`src/hdl/kbc_pkg.sv`:
```
`timescale 1ns / 1ps
package kbc_pkg;

  localparam int unsigned FEAT_W = 16;
  localparam int unsigned TAG_W  = 4;
  localparam int unsigned CMD_W  = 2;
  localparam int unsigned DIST_W = 40;
  localparam int unsigned TERM_W = 32;
  localparam int unsigned CFG_IDX_W = 2;
  localparam int unsigned CFG_DAT_W = 5;

  localparam logic [DIST_W-1:0] DIST_MAX = {DIST_W{1'b1}};

  // command codes
  localparam logic [CMD_W-1:0] CMD_CLEAR = 2'd0;
  localparam logic [CMD_W-1:0] CMD_TRAIN = 2'd1;
  localparam logic [CMD_W-1:0] CMD_QUERY = 2'd2;

  // register indexes
  localparam logic [CFG_IDX_W-1:0] REG_NEIGHBOUR_COUNT = 2'd0;
  localparam logic [CFG_IDX_W-1:0] REG_NORM_SELECT     = 2'd1;
  localparam logic [CFG_IDX_W-1:0] REG_DIMS_IN_USE     = 2'd2;

  typedef struct packed {
    logic [CMD_W-1:0]         cmd;
    logic signed [FEAT_W-1:0] feature_value;
    logic [TAG_W-1:0]         class_tag;
  } in_word_t;

  typedef struct packed {
    logic [TAG_W-1:0] predicted_class;
    logic             store_empty;
    logic             store_overflowed;
  } out_word_t;

  typedef struct packed {
    logic [CFG_IDX_W-1:0] index;
    logic [CFG_DAT_W-1:0] data;
  } cfg_word_t;

  // control that travels with one feature term through the distance unit
  typedef struct packed {
    logic vld;
    logic first;
    logic last;
    logic l1;
  } dist_ctl_t;

endpackage

```
`src/hdl/kbc_dist.sv`:
```
`timescale 1ns / 1ps
module kbc_dist
  import kbc_pkg::*;
(
  input  logic                     clk_i,
  input  logic                     rst_ni,
  input  dist_ctl_t                ctl_i,
  input  logic signed [FEAT_W-1:0] query_i,
  input  logic signed [FEAT_W-1:0] train_i,
  output logic                     done_o,
  output logic [DIST_W-1:0]        dist_o
);

  dist_ctl_t             ctl1_q, ctl2_q;
  logic [FEAT_W-1:0]     mag_q;
  logic [TERM_W-1:0]     term_q;
  logic [DIST_W-1:0]     acc_q;
  logic                  done_q;
  logic signed [FEAT_W:0] diff;
  logic [FEAT_W:0]       diff_abs;
  logic [DIST_W:0]       sum;

  assign diff     = {query_i[FEAT_W-1], query_i} - {train_i[FEAT_W-1], train_i};
  assign diff_abs = diff[FEAT_W] ? 17'(-diff) : 17'(diff);
  assign sum      = (ctl2_q.first ? {(DIST_W+1){1'b0}} : {1'b0, acc_q})
                    + (DIST_W+1)'(term_q);

  always_ff @(posedge clk_i or negedge rst_ni) begin
    if (!rst_ni) begin
      ctl1_q <= '0;
      ctl2_q <= '0;
      done_q <= 1'b0;
    end else begin
      ctl1_q <= ctl_i;
      ctl2_q <= ctl1_q;
      done_q <= ctl2_q.vld && ctl2_q.last;
    end
  end

  always_ff @(posedge clk_i) begin
    mag_q  <= diff_abs[FEAT_W-1:0];
    term_q <= ctl1_q.l1 ? TERM_W'(mag_q) : mag_q * mag_q;
    // saturate the running sum
    if (ctl2_q.vld) begin
      acc_q <= sum[DIST_W] ? DIST_MAX : sum[DIST_W-1:0];
    end
  end

  assign done_o = done_q;
  assign dist_o = acc_q;

endmodule

```
`config.mk`:
```
export PLATFORM = sky130hd
export DESIGN_NAME = kbc_dist
export DESIGN_NICKNAME = d
export VERILOG_FILES = /design/src/hdl/kbc_pkg.sv /design/src/hdl/kbc_dist.sv
export SDC_FILE = /design/constraint.sdc
export NUM_CORES = 1
export LEC_CHECK = 0
export BUFFER_PORTS_ARGS = -buffer_cell sky130_fd_sc_hd__buf_4
export CAP_MARGIN = 30
export CELL_PAD_IN_SITES_DETAIL_PLACEMENT = 0
export CELL_PAD_IN_SITES_GLOBAL_PLACEMENT = 1
export CORE_MARGIN = 2
export CORE_UTILIZATION = 44
export CTS_CLUSTER_SIZE = 24
export DETAILED_ROUTE_END_ITERATION = 10
export GPL_ROUTABILITY_DRIVEN = 0
export PLACE_DENSITY_LB_ADDON = 0.15
export SYNTH_ARGS = -nofsm -noshare
export SYNTH_HDL_FRONTEND = slang
export SYNTH_SLANG_ARGS = --single-unit
```
`constraint.sdc`:
```
create_clock -name clk_i -period 6.5 [get_ports clk_i]
set_input_delay 0.975 -clock clk_i [delete_from_list [all_inputs] [get_ports clk_i]]
set_output_delay 0.975 -clock clk_i [all_outputs]
set_load 0.02 [all_outputs]
```
After elaboration in Yosys (flattened, before gate mapping)
Cells that the tools add are included.
- bits in registers: 96
- output and inout port bits: 41
- $add $sub $neg: 3
- multiply operators: 1
- multiplexer cells: 3
- reduce and logical (&&, ||, !) cells: 1
- operators by type and width (cell ; count):
    40-bit by 32-bit adder with 41-bit output ; 1
    40-bit 2-to-1 mux ; 1
    16-bit by 16-bit multiplier with 32-bit output ; 1
    16-bit 2-to-1 mux ; 2
    16-bit by 16-bit subtractor with 17-bit output ; 1
    16-bit negation ; 1
    1-bit logical AND ; 1

Longest topological paths before layout
- depth after elaboration: 3
- gate-level depth with buffers: 24
- depth with buffers taken out: 23

Worst setup path before layout
OpenSTA, ideal clock, no wires.
- path kind: register to register
- from: register mag_q[1]
- to: register term_q[30]
- data arrival time: 6.085 ns
- required time: 6.377 ns
- slack: 0.292 ns
- cell stages (with the launch flop): 22
- path through: dfxtp_1 clkbuf_1 clkbuf_1 nand2_1 fa_1 fa_1 inv_1 fa_1 fa_1 fa_1 inv_1 fa_1 inv_1 ha_1 a21o_1 a21o_1 a211o_1 o21a_1 o311a_1 o21ai_2 o41a_1 mux2_1
- cells in the longest elaborated chain, start to end: 1
- ends and longest elaborated chain (item ; RTL line ; source):
    from (decl) ; kbc_dist.sv:15 ; logic [FEAT_W-1:0] mag_q;
    from (signal assigned) ; kbc_dist.sv:41 ; mag_q <= diff_abs[FEAT_W-1:0];
    16-bit by 16-bit multiplier with 32-bit output ; kbc_dist.sv:42 ; term_q <= ctl1_q.l1 ? TERM_W'(mag_q) : mag_q * mag_q;
    to (signal assigned) ; kbc_dist.sv:42 ;
    to (decl) ; kbc_dist.sv:16 ; logic [TERM_W-1:0] term_q;
Every way passes these cells.
A chain may end at the register's enable or synchronous reset.

Final worst setup path
- from: register mag_q[3]
- to: register term_q[30]
Same word-level chain as after synthesis.

==> reports/metrics.csv <==
stage,metric,value,unit
cts,Clock Sink Count,96,
sta,clk_skew,14.6,ps
min_path,Hold Path Origin,ctl1_q[3],
worst_setup_path,CP Launch Type,flop,
drt,DR vias,10100,
min_path,hold path cells,0,
synth,"FF+latch count, synth",96,
grt,initial antenna violation count,0,
drt,DR WL met2,14.2,mm
min_path,hold endpoint,ctl2_q[3],
synth,synth warn,0,
run_status,status,"complete, no violations",
die,die area,0.0321,mm2
drt,DR WL/cell,15.2,um
sta,final cycle utilization of the critical path,95.1,%
worst_setup_path,CP Data Arrival Time,6410,ps
cts,number of CTS-inserted buffers,9,
grt,first-pass GRT wire length,51.2,mm
finish,# diodes,0,
worst_setup_path,Worst setup EP type,flop,
grt,Total GRT Usage,20.1,%
worst_setup_path,Setup CP Type,flop to flop,
synth,Synth Net Count,1877,
finish,Final Core Density,49.1,%
worst_setup_path,r2r endpoint,term_q[30],
finish,Area growth syn-to-layout,10.6,%
synth,number of synthesized flops with an enable pin,40,
worst_setup_path,"Data required, critical path",6730,ps
cts,clk slew on worst S/H paths,70,ps
synth,largest cells by area after synthesis,"fa_1 (25%), ha_1 (14%), edfxtp_1 (8.9%), inv_1 (8.5%), dfxtp_1 (7.1%)",
min_path,Hold WC Path Type,flop to flop,
drt,Detail Route Antenna Nets,0,
sta,setup_tns,0,ps
cts,depth of the CTS H-tree,3,
die,Starting Density,44.4,%
finish,"commonest non-fill, non-tap cell in the layout",inv_1,
die,Rows,64,
die,Core ar.,0.0304,mm2
finish,fraction of layout cells with a size suffix above 1,10.2,%
sta,worst slew pin tran,625,ps
die,IO Count,79,
drt,met3 wire len,914,um
sta,# setup viols final,0,
drt,Metal-1 WL,14.9,mm
grt,largest net degree at the start of global routing,55,
finish,"commonest cells after routing, fill and taps aside","inv_1 (305), fa_1 (166), nand2_1 (154)",
sta,unrepaired setup endpoints after global routing,false,
sta,fin. max-slew vios,0,
drt,Top Layer Used,met4,
drt,Pre-antenna DRT Iters,5,
synth,post-synthesis sequential area ratio,17.5,%
synth,"Distinct cells, synth",73,
finish,"Net count, final",1951,
sta,Peak Freq,162,MHz
sta,Final Hold Fails,0,
cts,CTS Buffer Depth,2,
die,Die X-Extent,179,um
grt,vias in the first global route,10400,
synth,Syn Std Cell Area,0.0135,mm2
sta,fin crit period,6180,ps
cts,worst skew pair latency,360,ps
drt,DR DRC count,0,
cts,CTS tree,yes,
worst_setup_path,worst r2r src,mag_q[3],
cts,Clock Root Buffer,clkbuf_16,
die,Die H,179,um
drt,via/cell ratio,5.05,
worst_setup_path,FF-to-FF path depth,23,
synth,Mapped Avg Cell Area,8.87,um2
placed_design,DPL Wire Length,25.6,mm
placed_design,I/O Buffers,78,
synth,gate count of the mapped netlist,1524,
grt,grt total ovfl,0,
drt,First DRT Iteration DRCs,482,
drt,Detailed Route WL,30.5,mm
synth,"Top FF cell, synth",dfxtp_1,
synth,Synth area leader,fa_1,
worst_setup_path,Worst R2R Setup Slack,320,ps
synth,ys async rst share,8.33,%
worst_setup_path,Crit Path Max Fanout,14,
synth,post-synth top area share,24.6,%
sta,Slew headroom,58.0,%
cts,post-CTS setup buffers,0,
run,max cap viols,0,
-- cell families after synthesis --
family,Yosys count,share of synthesized area [%]
xor gates and xnor gates,79,5.12
buffers and inverters,349,9.72
adders and majority gates,315,38.4
muxes,10,0.805
AOI/OAI and AO/OA,264,13.6
DFF,96,17.5
and+or+nand+nor,411,14.9
-- flip-flops by register name, indices dropped and copies added, names as in the netlist --
name	flops
done_o	1
ctl1_q	4
ctl2_q	3
term_q	32
mag_q	16
dist_o	40
-- routing by layer --
layer | vias to the layer above | track usage [%]
li1 | 5087 | -
met1 | 4817 | 27.7
met2 | 163 | 33.9
met3 | 25 | 2.06
met4 | 0 | 4.50
met5 | - | 0
-- what timing repair did --
item | 4_1_cts | 5_1_grt
hold buffers | 0 | 0
endpoints found under the setup margin | 0 | 5
resized for setup | 0 | 9
-- area by class of cell --
class / count / area, um2
multi-input combinational: 1079 / 9840
tap: 396 / 495
inverter: 305 / 1140
timing repair buffer: 107 / 803
clock buffer: 11 / 233
fill: 2958 / 15500
sequential: 96 / 2370
clock inverter: 5 / 60.1
-- worst max path at each step --
stage | from | end | cells after the start
after detailed placement | mag_q[3] | term_q[30] | 19
after global placement | mag_q[3] | term_q[31] | 22
final | mag_q[3] | term_q[30] | 23
after CTS | mag_q[3] | term_q[31] | 22
after floorplan | mag_q[1] | term_q[30] | 21
after global routing | mag_q[3] | term_q[30] | 23
-- worst max-delay path, stage by stage (launching register included) --
cell,delay [ps]
dfxtp_2,410
nand2_1,140
inv_1,70
fa_1,530
inv_1,50
fa_1,520
inv_1,60
fa_1,510
inv_1,60
fa_1,530
inv_1,50
fa_1,470
inv_1,50
fa_1,530
inv_1,40
ha_1,330
nand2_1,80
a211o_1,230
a21oi_1,190
o21a_1,210
o311a_1,210
o21ai_2,80
o41a_1,380
mux2_1,310
-- cell usage after synthesis (4+ instances only) --
master	n
a211oi_1	9
edfxtp_1	40
nand4_1	7
o21bai_1	6
ha_1	149
o311ai_0	4
fa_1	166
o211ai_1	6
a211o_1	6
xor2_1	35
and3_1	13
inv_1	305
a21oi_1	64
nand3_1	25
o21ai_1	5
o31a_1	4
o21ai_0	55
mux2_2	6
nand2_1	154
nand2b_1	12
a31oi_1	9
dfxtp_1	48
o21a_1	15
nor4b_1	5
a21o_1	38
and2_1	49
nor2b_1	46
nor2_1	64
dfrtp_1	8
nor3_1	16
clkbuf_1	40
xnor2_1	44
or3_1	4
-- stage by stage --
step                      std cells  hold slack [ps]  worst slack (ps)  area, um2
final                          1999              359               319      15000
after global routing           1999              369              15.2      15000
after CTS                      1999              363               124      14900
after detailed placement       1983              346               205      14600
after global placement         1983              341               275      14600
after floorplan                1524              331               292      13500
Power is not shown: default switching activity piles up to over one toggle a cycle in this logic, so the estimate is an artifact.
